### config.mk
export PLATFORM = sky130hd
export DESIGN_NAME = vdoh_queue
export DESIGN_NICKNAME = d
export VERILOG_FILES = /design/src/design/vdoh_pkg.sv /design/src/design/vdoh_queue.sv
export SDC_FILE = /design/constraint.sdc
export NUM_CORES = 1
export LEC_CHECK = 0
export BUFFER_PORTS_ARGS = -buffer_cell sky130_fd_sc_hd__buf_2
export CAP_MARGIN = 0
export CORE_UTILIZATION = 48
export DETAILED_ROUTE_END_ITERATION = 10
export GPL_ROUTABILITY_DRIVEN = 0
export PLACE_DENSITY = 0.71
export SLEW_MARGIN = 20
export SYNTH_ARGS = -nofsm -noshare
export SYNTH_HDL_FRONTEND = slang
export SYNTH_SLANG_ARGS = --single-unit
### constraint.sdc
create_clock -name clock -period 1.83 [get_ports clock]
set_input_delay 0.366 -clock clock [delete_from_list [all_inputs] [get_ports clock]]
set_output_delay 0.366 -clock clock [all_outputs]
set_load 0.005 [all_outputs]
### src/design/vdoh_pkg.sv
package vdoh_pkg;

   // varint code byte layout
   localparam int unsigned DATA_BITS = 7;
   localparam int unsigned MORE_BIT  = 7;
   localparam logic [6:0]  DATA_MASK = 7'h7F;

   localparam logic [31:0] COUNT_MAX = 32'hFFFF_FFFF;

   // command queue between decode front and count back
   localparam int unsigned QUEUE_DEPTH = 4;
   localparam int unsigned QUEUE_PTR_W = 2;

   typedef enum logic [1:0] {
      CMD_NONE,
      CMD_COUNT,
      CMD_READ
   } cmd_kind_type;

   // value holds the absolute ordinal for a count, the index for a read
   typedef struct packed {
      cmd_kind_type kind;
      logic [31:0]  value;
      logic         oor;
   } queue_entry_type;

endpackage

### src/design/vdoh_queue.sv
module vdoh_queue (
   input  logic                      clock,
   input  logic                      reset,
   input  logic                      push,
   input  vdoh_pkg::queue_entry_type push_entry,
   input  logic                      pop,
   output logic                      not_full,
   output logic                      not_empty,
   output vdoh_pkg::queue_entry_type head
);

   localparam logic [vdoh_pkg::QUEUE_PTR_W:0] FULL_COUNT =
      (vdoh_pkg::QUEUE_PTR_W + 1)'(vdoh_pkg::QUEUE_DEPTH);

   vdoh_pkg::queue_entry_type entry_ff [vdoh_pkg::QUEUE_DEPTH];
   logic [vdoh_pkg::QUEUE_PTR_W-1:0] wr_ptr_ff, wr_ptr_in;
   logic [vdoh_pkg::QUEUE_PTR_W-1:0] rd_ptr_ff, rd_ptr_in;
   logic [vdoh_pkg::QUEUE_PTR_W:0]   count_ff, count_in;

   assign not_full  = (count_ff != FULL_COUNT);
   assign not_empty = (count_ff != '0);
   assign head      = entry_ff[rd_ptr_ff];

   always_comb begin
      wr_ptr_in = push ? wr_ptr_ff + 1'b1 : wr_ptr_ff;
      rd_ptr_in = pop  ? rd_ptr_ff + 1'b1 : rd_ptr_ff;
      count_in  = count_ff;
      if (push && !pop) begin
         count_in = count_ff + 1'b1;
      end else if (pop && !push) begin
         count_in = count_ff - 1'b1;
      end
   end

   always_ff @(posedge clock) begin
      if (reset) begin
         wr_ptr_ff <= '0;
         rd_ptr_ff <= '0;
         count_ff  <= '0;
      end else begin
         wr_ptr_ff <= wr_ptr_in;
         rd_ptr_ff <= rd_ptr_in;
         count_ff  <= count_in;
      end
   end

   always_ff @(posedge clock) begin
      if (push) begin
         entry_ff[wr_ptr_ff] <= push_entry;
      end
   end

endmodule

==> metrics.yaml <==
placed_design:
  detailedPlace.worstSlack_ns: -0.0124
  dp_cells: 449
  hpwlAfterDp_microns: 5650
  portBuffers: 75
finish:
  layout.cells.non_filler: 481
  finish.utilization_pct: 60.6
  multi_input_comb_area_sq_um: 1020
  antenna_cells: 0
  seq_area_sq_um: 4390
  fill_cells: 812
  drive_gt1_share_pct: 44.6
  area_growth_pct: 20.9
  nNetsFinal: 374
setup_path:
  cp-start-kind: "flop"
  r2r-end: "count_ff[2]$_SDFFE_PP0P_"
  crit_path_max_fanout: 13
  rr_worst_depth: 4
  crit_arrival_ns: 1.68
  reg2reg_setup_slack_ns: 0.32
  crit_type: "flop to output pin"
  endpoint_kind: "output pin"
  r2r-start: "count_ff[0]$_SDFFE_PP0P_"
  required_ns: 1.46
detailed_routing:
  final_antenna_net_count: 0
  firstDrtPassIters: 4
  drc: 0
  vias_per_cell: 5.34
  drt_wl_total_microns: 9310
  via_count: 2567
  wire_per_inst_microns: 19.3
  drt_iter0_markers: 159
timing:
  fmax_mhz: 489
  tightest_slew_ns: 0.310
  min_period_ns: 2.04
  rsz0062_at_grt: "yes"
  finalHoldViolations: 0
  skew_ns: 0.00720
  fin_ws_ns: -0.215
  timing.final.crit_share_pct: 112
  setup_viol: 35
  relSlewSlack_pct: 79.3
  slew_violations: 0
floorplanning:
  io_pins: 76
  initial_core_util_pct: 50.2
  coreArea_sq_um: 11000
  die_area_sq_um: 12000
  die_x_microns: 109
  die-height_microns: 109
  rows: 38
clock_tree:
  clock_sinks: 149
  cts.htree.levels: 4
  cts_tree: "built"
  hold_buffers: 0
  clockBufferDepth: 2
  clock_latency_ns: 0.41
  root_buffer: "clkbuf_16"
  cts_buffers: 17
  clk_pin_slew_ns: 0.05
yosys:
  ys_warn_count: 0
  synthesis.nets: 273
  synth_area_leaders: "edfxtp_1 (76%), mux4_2 (12%), dfxtp_1 (3.3%)"
  postSynthCellCount: 228
  ys_seq_area_share_pct: 79.2
  synth_area_per_cell_sq_um: 24.3
  synth-seq-cells: 149
  ys_types: 21
  netlist.area_leader.share_pct: 76.0
  netlist_area_sq_um: 5530
  yosysTopAreaCell: "edfxtp_1"
grt:
  grt_pass1_vias: 2714
  grtUsageTotal_pct: 17.3
  grt_first_pass_wirelength_microns: 14100
  overflow: 0
  grt_max_degree: 26
  antenna_found_initial: 1
run_status:
  violations: "negative setup slack"
  outcome: "finished with violations"
job:
  drv_cap: 0
worst_hold_path:
  hold_start: "push_entry[13]"
  hold-path-endpoint: "entry_ff[3][13]$_DFFE_PP_"
  whs_path_depth: 1
  hold_path_class: "input port to flop"
power_and_ir_drop:
  leakagePower_nw: 2.33
  power_density_nw_per_um2: 1150
  ir_drop_mv: 0.738
-- worst max path at each step --
stage                     cells after the start                       end                      start  slack [ns]
after CTS                                     3                  head[32]                       flop       -0.24
final                                         3                  head[11]                       flop       -0.21
after global routing                          3                  head[11]                       flop       -0.28
after detailed placement                      8  count_ff[2]$_SDFFE_PP0P_                        pop       -0.01
after floorplan                               3  entry_ff[2][0]$_DFFE_PP_  wr_ptr_ff[0]$_SDFFE_PP0P_        0.04
after global placement                        8  count_ff[2]$_SDFFE_PP0P_                        pop        0.05
-- area by class of cell --
class                   count  share of cell area (%)
clock buffers              22                    6.64
inverters                   4                   0.224
flip-flops and latches    149                    65.6
well taps                 140                    2.62
multi-input cells          66                    15.3
clock inverters             9                   0.935
repair buffers             91                    8.64
-- where the power goes --
part	switching (mW)	internal (mW)	total, mW
combinational	0.346	0.392	0.738
sequential	0.0585	3.91	3.97
clock	1.18	1.82	3.00
-- cell families (layout without fill, tap and decap cells) --
| logic type | after synthesis | count (layout) | synth area share, % |
|---|---|---|---|
| compound gates | 2 | 2 | 0.181 |
| xor+xnor | 5 | 5 | 0.792 |
| fa+ha+maj | 6 | 6 | 1.49 |
| buf+inv | 13 | 126 | 1.99 |
| flops | 149 | 149 | 79.2 |
| mux | 37 | 37 | 14.9 |
| simple gates | 16 | 16 | 1.36 |
-- metrics by stage --
stage	TNS [ns]	hold slack, ns	power, mW	instance area (sq um)
2_1_floorplan	0	0.465	4.45	5530
3_3_place_gp	0	0.487	4.75	6170
3_5_place_dp	-0.0124	0.514	4.77	6170
4_1_cts	-7.16	0.153	7.77	6690
5_1_grt	-8.37	0.153	8.01	6690
6_report	-6.17	0.166	7.71	6690
-- state kept, by name, indices dropped and copies added, names as in the netlist, named ones only --
| register | cells |
|---|---|
| count_ff | 3 |
| rd_ptr_ff | 2 |
| entry_ff | 140 |
| wr_ptr_ff | 2 |
-- timing repair --
item / CTS / global route
buffers inserted: 1 / 0
endpoints found under the setup margin: 35 / 35
resized for setup: 4 / 6
-- cells in the final DEF, fill, tap and decap left out --
| cell | Yosys | final |
|---|---|---|
| edfxtp_1 | 140 | 140 |
| buf_2 | 3 | 73 |
| mux4_2 | 30 | 35 |
| clkbuf_16 | 0 | 17 |
| buf_4 | 0 | 9 |
| nor2_1 | 8 | 8 |
| dfxtp_1 | 9 | 7 |
| clkinv_1 | 0 | 6 |
| ha_1 | 5 | 5 |
| clkbuf_1 | 1 | 5 |
| buf_12 | 3 | 5 |
| inv_1 | 4 | 4 |
| and2_2 | 0 | 4 |
| buf_6 | 1 | 4 |
| xor2_1 | 3 | 3 |
| nand2_1 | 2 | 2 |
| or3_1 | 2 | 2 |
| xnor2_1 | 2 | 2 |
| mux2i_1 | 2 | 2 |
| clkinv_2 | 0 | 2 |
| o21ai_0 | 1 | 1 |
| a21oi_1 | 1 | 1 |
| fa_1 | 1 | 1 |
| dfxtp_4 | 0 | 1 |
| dfxtp_2 | 0 | 1 |
| bufinv_16 | 0 | 1 |
-- routing by layer --
| layer | global-route usage [%] | part of all wire (%) | up-vias | routed length (microns) |
|---|---|---|---|---|
| li1 | - | - | 1148 | - |
| met1 | 21.1 | 42 | 1324 | 3930 |
| met2 | 27.9 | 50 | 82 | 4620 |
| met3 | 6.52 | 6.7 | 11 | 622 |
| met4 | 7.14 | 1.2 | 2 | 112 |
| met5 | 0 | 0.14 | - | 13 |
-- synthesized netlist by cell type, drive strengths merged --
library cell and instances:
nor2 8, and2 4, clkbuf 2, xnor2 2
or3 2, buf 7, mux4 35, nand2 2
mux2i 2, o21ai 1, xor2 3, dfxtp 9
a21oi 1, inv 4, edfxtp 140, fa 1
ha 5
-- critical path, cell delays in order, from the launching register on --
cell and delay [ns]:
dfxtp_4 0.41, buf_12 0.18, mux4_2 0.54, buf_6 0.14
Power figures use the tool's default switching activity.
