==> config.mk <==
export PLATFORM = sky130hd
export DESIGN_NAME = vdoh_front_flat
export DESIGN_NICKNAME = d
export VERILOG_FILES = /design/src/design/vdoh_pkg.sv /design/src/design/vdoh_req_if.sv /design/src/design/vdoh_front.sv /design/src/flat_wrapper.sv
export SDC_FILE = /design/constraint.sdc
export NUM_CORES = 1
export LEC_CHECK = 0
export ABC_AREA = 1
export BUFFER_PORTS_ARGS = -buffer_cell sky130_fd_sc_hd__buf_2
export CAP_MARGIN = 10
export CORE_MARGIN = 1.5
export CORE_UTILIZATION = 55
export CTS_CLUSTER_SIZE = 28
export DETAILED_ROUTE_END_ITERATION = 10
export GPL_ROUTABILITY_DRIVEN = 0
export PLACE_DENSITY = 0.82
export SYNTH_ARGS = -nofsm -noshare
export SYNTH_HDL_FRONTEND = slang
export SYNTH_SLANG_ARGS = --single-unit
==> constraint.sdc <==
create_clock -name clock -period 3.8 [get_ports clock]
set_clock_uncertainty 0.05 [all_clocks]
set_input_delay 0.19 -clock clock [delete_from_list [all_inputs] [get_ports clock]]
set_output_delay 0.19 -clock clock [all_outputs]
set_load 0.03 [all_outputs]
==> src/design/vdoh_pkg.sv <==
package vdoh_pkg;

   // varint code byte layout
   localparam int unsigned DATA_BITS = 7;
   localparam int unsigned MORE_BIT  = 7;
   localparam logic [6:0]  DATA_MASK = 7'h7F;

   localparam logic [31:0] COUNT_MAX = 32'hFFFF_FFFF;

   // command queue between decode front and count back
   localparam int unsigned QUEUE_DEPTH = 4;
   localparam int unsigned QUEUE_PTR_W = 2;

   typedef enum logic [1:0] {
      CMD_NONE,
      CMD_COUNT,
      CMD_READ
   } cmd_kind_type;

   // value holds the absolute ordinal for a count, the index for a read
   typedef struct packed {
      cmd_kind_type kind;
      logic [31:0]  value;
      logic         oor;
   } queue_entry_type;

endpackage

==> src/design/vdoh_req_if.sv <==
interface vdoh_req_if;
   logic        valid;
   logic        ready;
   logic        op;
   logic        doc_start;
   logic [7:0]  code_byte;
   logic [11:0] read_index;

   modport source (output valid, op, doc_start, code_byte, read_index, input ready);
   modport sink   (input valid, op, doc_start, code_byte, read_index, output ready);
endinterface

==> src/design/vdoh_front.sv <==
module vdoh_front #(
   parameter int NUM_ORDS = 4096
) (
   input  logic                      clock,
   input  logic                      reset,
   vdoh_req_if.sink                  req_chan,
   input  logic                      queue_not_full,
   input  logic                      init_done,
   output logic                      push,
   output vdoh_pkg::queue_entry_type push_entry
);

   localparam logic [31:0] ORD_LIMIT = 32'(NUM_ORDS);

   logic [31:0] partial_ff, partial_in;
   logic [31:0] prev_ff, prev_in;
   logic [31:0] base_part, base_prev, shifted, ord_sum, index_ext;

   assign req_chan.ready = queue_not_full & init_done;
   assign push           = req_chan.valid & req_chan.ready;

   always_comb begin
      base_part  = req_chan.doc_start ? 32'd0 : partial_ff;
      base_prev  = req_chan.doc_start ? 32'd0 : prev_ff;
      shifted    = base_part << vdoh_pkg::DATA_BITS;
      ord_sum    = (shifted | {24'd0, req_chan.code_byte}) + base_prev;
      index_ext  = {20'd0, req_chan.read_index};
      partial_in = partial_ff;
      prev_in    = prev_ff;
      push_entry = '{kind: vdoh_pkg::CMD_NONE, value: 32'd0, oor: 1'b0};
      if (req_chan.op) begin
         push_entry = '{kind: vdoh_pkg::CMD_READ, value: index_ext,
                        oor: (index_ext >= ORD_LIMIT)};
      end else if (req_chan.code_byte[vdoh_pkg::MORE_BIT]) begin
         // continuation byte extends the partial value
         partial_in = shifted | {25'd0, req_chan.code_byte[6:0] & vdoh_pkg::DATA_MASK};
         prev_in    = base_prev;
      end else begin
         // last byte: delta added to previous ordinal
         partial_in = 32'd0;
         prev_in    = ord_sum;
         push_entry = '{kind: vdoh_pkg::CMD_COUNT, value: ord_sum,
                        oor: (ord_sum >= ORD_LIMIT)};
      end
   end

   always_ff @(posedge clock) begin
      if (reset) begin
         partial_ff <= 32'd0;
         prev_ff    <= 32'd0;
      end else if (push) begin
         partial_ff <= partial_in;
         prev_ff    <= prev_in;
      end
   end

endmodule

==> src/flat_wrapper.sv <==
// flat-port wrapper written by rule: the top's interface ports become plain ports
module vdoh_front_flat 
#(
   parameter int NUM_ORDS = 4096
)
  (clock, reset, queue_not_full, init_done, push, push_entry, req_chan_valid, req_chan_op, req_chan_doc_start, req_chan_code_byte, req_chan_read_index, req_chan_ready);
  vdoh_req_if req_chan_i ();
  input  logic clock;
  input  logic reset;
  input  logic queue_not_full;
  input  logic init_done;
  output logic push;
  output vdoh_pkg::queue_entry_type push_entry;
  input wire logic [$bits(req_chan_i.valid)-1:0] req_chan_valid;
  input wire logic [$bits(req_chan_i.op)-1:0] req_chan_op;
  input wire logic [$bits(req_chan_i.doc_start)-1:0] req_chan_doc_start;
  input wire logic [$bits(req_chan_i.code_byte)-1:0] req_chan_code_byte;
  input wire logic [$bits(req_chan_i.read_index)-1:0] req_chan_read_index;
  output wire logic [$bits(req_chan_i.ready)-1:0] req_chan_ready;
  assign req_chan_i.valid = req_chan_valid;
  assign req_chan_i.op = req_chan_op;
  assign req_chan_i.doc_start = req_chan_doc_start;
  assign req_chan_i.code_byte = req_chan_code_byte;
  assign req_chan_i.read_index = req_chan_read_index;
  assign req_chan_ready = req_chan_i.ready;
  vdoh_front #(.NUM_ORDS(NUM_ORDS)) u_core (.clock(clock), .reset(reset), .req_chan(req_chan_i), .queue_not_full(queue_not_full), .init_done(init_done), .push(push), .push_entry(push_entry));
endmodule
==> metrics <==
DRC Markers=0; Setup-failing EPs final=0; Critical Path End Type=output port; GRT Max-Usage Layer=met2; synth cell count leaders=nand2_1, inv_1, nor2_1, a21oi_1, dfxtp_1; Netlist cell types=31; area post-placement=5740 um2; critical path launch point=u_core.prev_ff[0]$_SDFFE_PP0P_; P per Cell Area=259 nW/um2; Die Height=102 um; Final #Nets=1063; FF-to-FF path depth=16; Root Driver=clkbuf_8; Avg Inst Size Synth=approximately 5.6 um2; antenna cells=0; netlist area before placement=5370 um2; Leak=3.20 nW; fraction of the yosys area taken by sequential cells=21.2%; input/output buffers=63; Slew headroom=35.1%; reg2reg end=u_core.prev_ff[28]$_SDFFE_PP0P_; drt initial violations=440; CTS tree=built; setup_tns=0 ns; Clock Path Buffers=2; die area=10400 um2; WHS Path Cells=3; Post-DRT Antenna Nets=0; row count=35; hold crit path type=primary input to register; status=completed; fin area=5970 um2; Syn. warnings=0; hold wc startpoint=req_chan_code_byte[0]; vias=6000; f_max=300 MHz; WHS Endpoint=u_core.partial_ff[0]$_SDFFE_PP0P_; fin cells=1138; WL per Instance=about 14 um; Setup WS pre-CTS=between 0.6 and 0.7 ns; Layout area overhead=11.1%; FF+latch count, synth=57; Startpoint Class=register; CTS Buf Count=9; Max FO, Critical Path=5; asr flop ratio synth=0%; max cap viols=0; 1st-pass router iterations=7; grt met3 use=~4.8%; Post-synth EDFFs=0; number of cells after detailed placement=about 1.1k; Area contributors post-synth=dfxtp_1, nand2_1, inv_1, nor2_1, a21oi_1; area of the core=about 9400 um2; initial antenna violation count=0; Max VDD drop=168 uV; post-layout util=63.7%; Clock Sinks=57; WL final=15500 um; Slew Limit Fails=0; I/O pins=64; Yosys top cell area share=21.2%; Synth Flop Type=dfxtp_1; Starting Density=57.3%; Data arrival, critical path=3.09 ns; clock period minus worst slack=3.33 ns; met1 global-route usage=39.7%; Die X=around 100 um; Total Routing Usage GR=30.8%; Final Worst Setup Slack=~0.47 ns; R2R Path Start=u_core.prev_ff[0]$_SDFFE_PP0P_; global-route wire length before repair=25300 um; Worst Tran Pin Value=approximately 0.97 ns; synthesized netlist net count=1024; Reg clk slew, reported paths=0.07 ns; fin crit share=87.7%; Worst EP required=3.56 ns; number of global-route vias before repair=5348; vias per cell=5.27; hold_ws=0.0706 ns; worst setup path category=register to output port; Overflow after GRT=0; cell taking the most area after synthesis=dfxtp_1; r2r setup slk=between 1 and 1.5 ns; Pwr Total=roughly 1.5 mW; final hold vios=0; largest net degree at the start of global routing=between 50 and 60; hpwl dp=11800 um; # Post-CTS Setup Buffers=0; RSZ-0062 raised after global routing=no; cts repair resizes=0; # hold bufs at CTS=0; Mapped Cells=between 900 and 1k; met2 usage=49.9%; most frequent cell after synthesis=nand2_1; worst skew pair latency=0.35 ns; ratio of cells with drive above 1 in the final layout=roughly a tenth; H-tree Lvls=3
==> layout make-up <==
class	instances	area, um2
clock inverter	5	77.6
multi-input combinational	695	3430
fill	943	3400
sequential	57	1140
clock buffer	11	151
tap	129	161
inverter	174	653
timing repair buffer	67	358
==> registers in the layout, summed over array words and instances, names as in the netlist <==
| signal | flops |
|---|---|
| u_core.prev_ff | 32 |
| u_core.partial_ff | 25 |
==> critical path: stages (launching register included) <==
cell and delay [ns]:
dfxtp_1 0.32, inv_1 0.05, nor2_1 0.05, ha_1 0.26
fa_1 0.49, nand3_1 0.12, nand3_2 0.12, nand2_1 0.10
nand2_2 0.11, nand2_1 0.10, nand2_1 0.09, nand2_1 0.13
nand2_1 0.07, nand2_1 0.08, nand2_1 0.08, nor2_1 0.12
nand3_1 0.08, nor2_1 0.12, nor2_1 0.05, buf_2 0.21
==> cell usage in the layout, fill, tap and decap left out, types with 23 or more instances in the layout <==
master    synthesis  layout
buf_2             2      63
nor2_1          130     130
a211oi_1         23      23
ha_1             31      31
o21ai_0          31      31
nand3_1          27      27
inv_1           171     171
nand2_1         297     296
dfxtp_1          57      57
a21oi_1          83      83
==> power by group <==
group	total (mW)	switching (mW)	leakage (nW)	internal, mW
Sequential	0.620	0.00561	0.462	0.615
Clock	0.670	0.267	0.115	0.403
Combinational	0.253	0.178	2.62	0.0749
Total	1.54	0.451	3.20	1.09
==> per-layer routing <==
metal  wire length, um  up-vias
met5                 0        -
li1                  -     3108
met1              6850     2560
met3              1090       52
met2              6910      280
met4               673        0
==> cell families after synthesis <==
group,after synthesis,synth area share [%]
flops,57,21.2
simple gates,489,36.8
buf+inv,213,15.0
fa+ha+maj,32,7.60
compound gates,166,18.1
xor+xnor,8,1.30
==> worst max-delay path by stage <==
stage	endpoint	cells past startpoint
CTS	push_entry[0]	19
detailed placement	push_entry[0]	20
floorplan	push_entry[0]	18
finish	push_entry[0]	19
global route	push_entry[0]	19
global placement	push_entry[0]	18
Power figures use the tool's default switching activity.
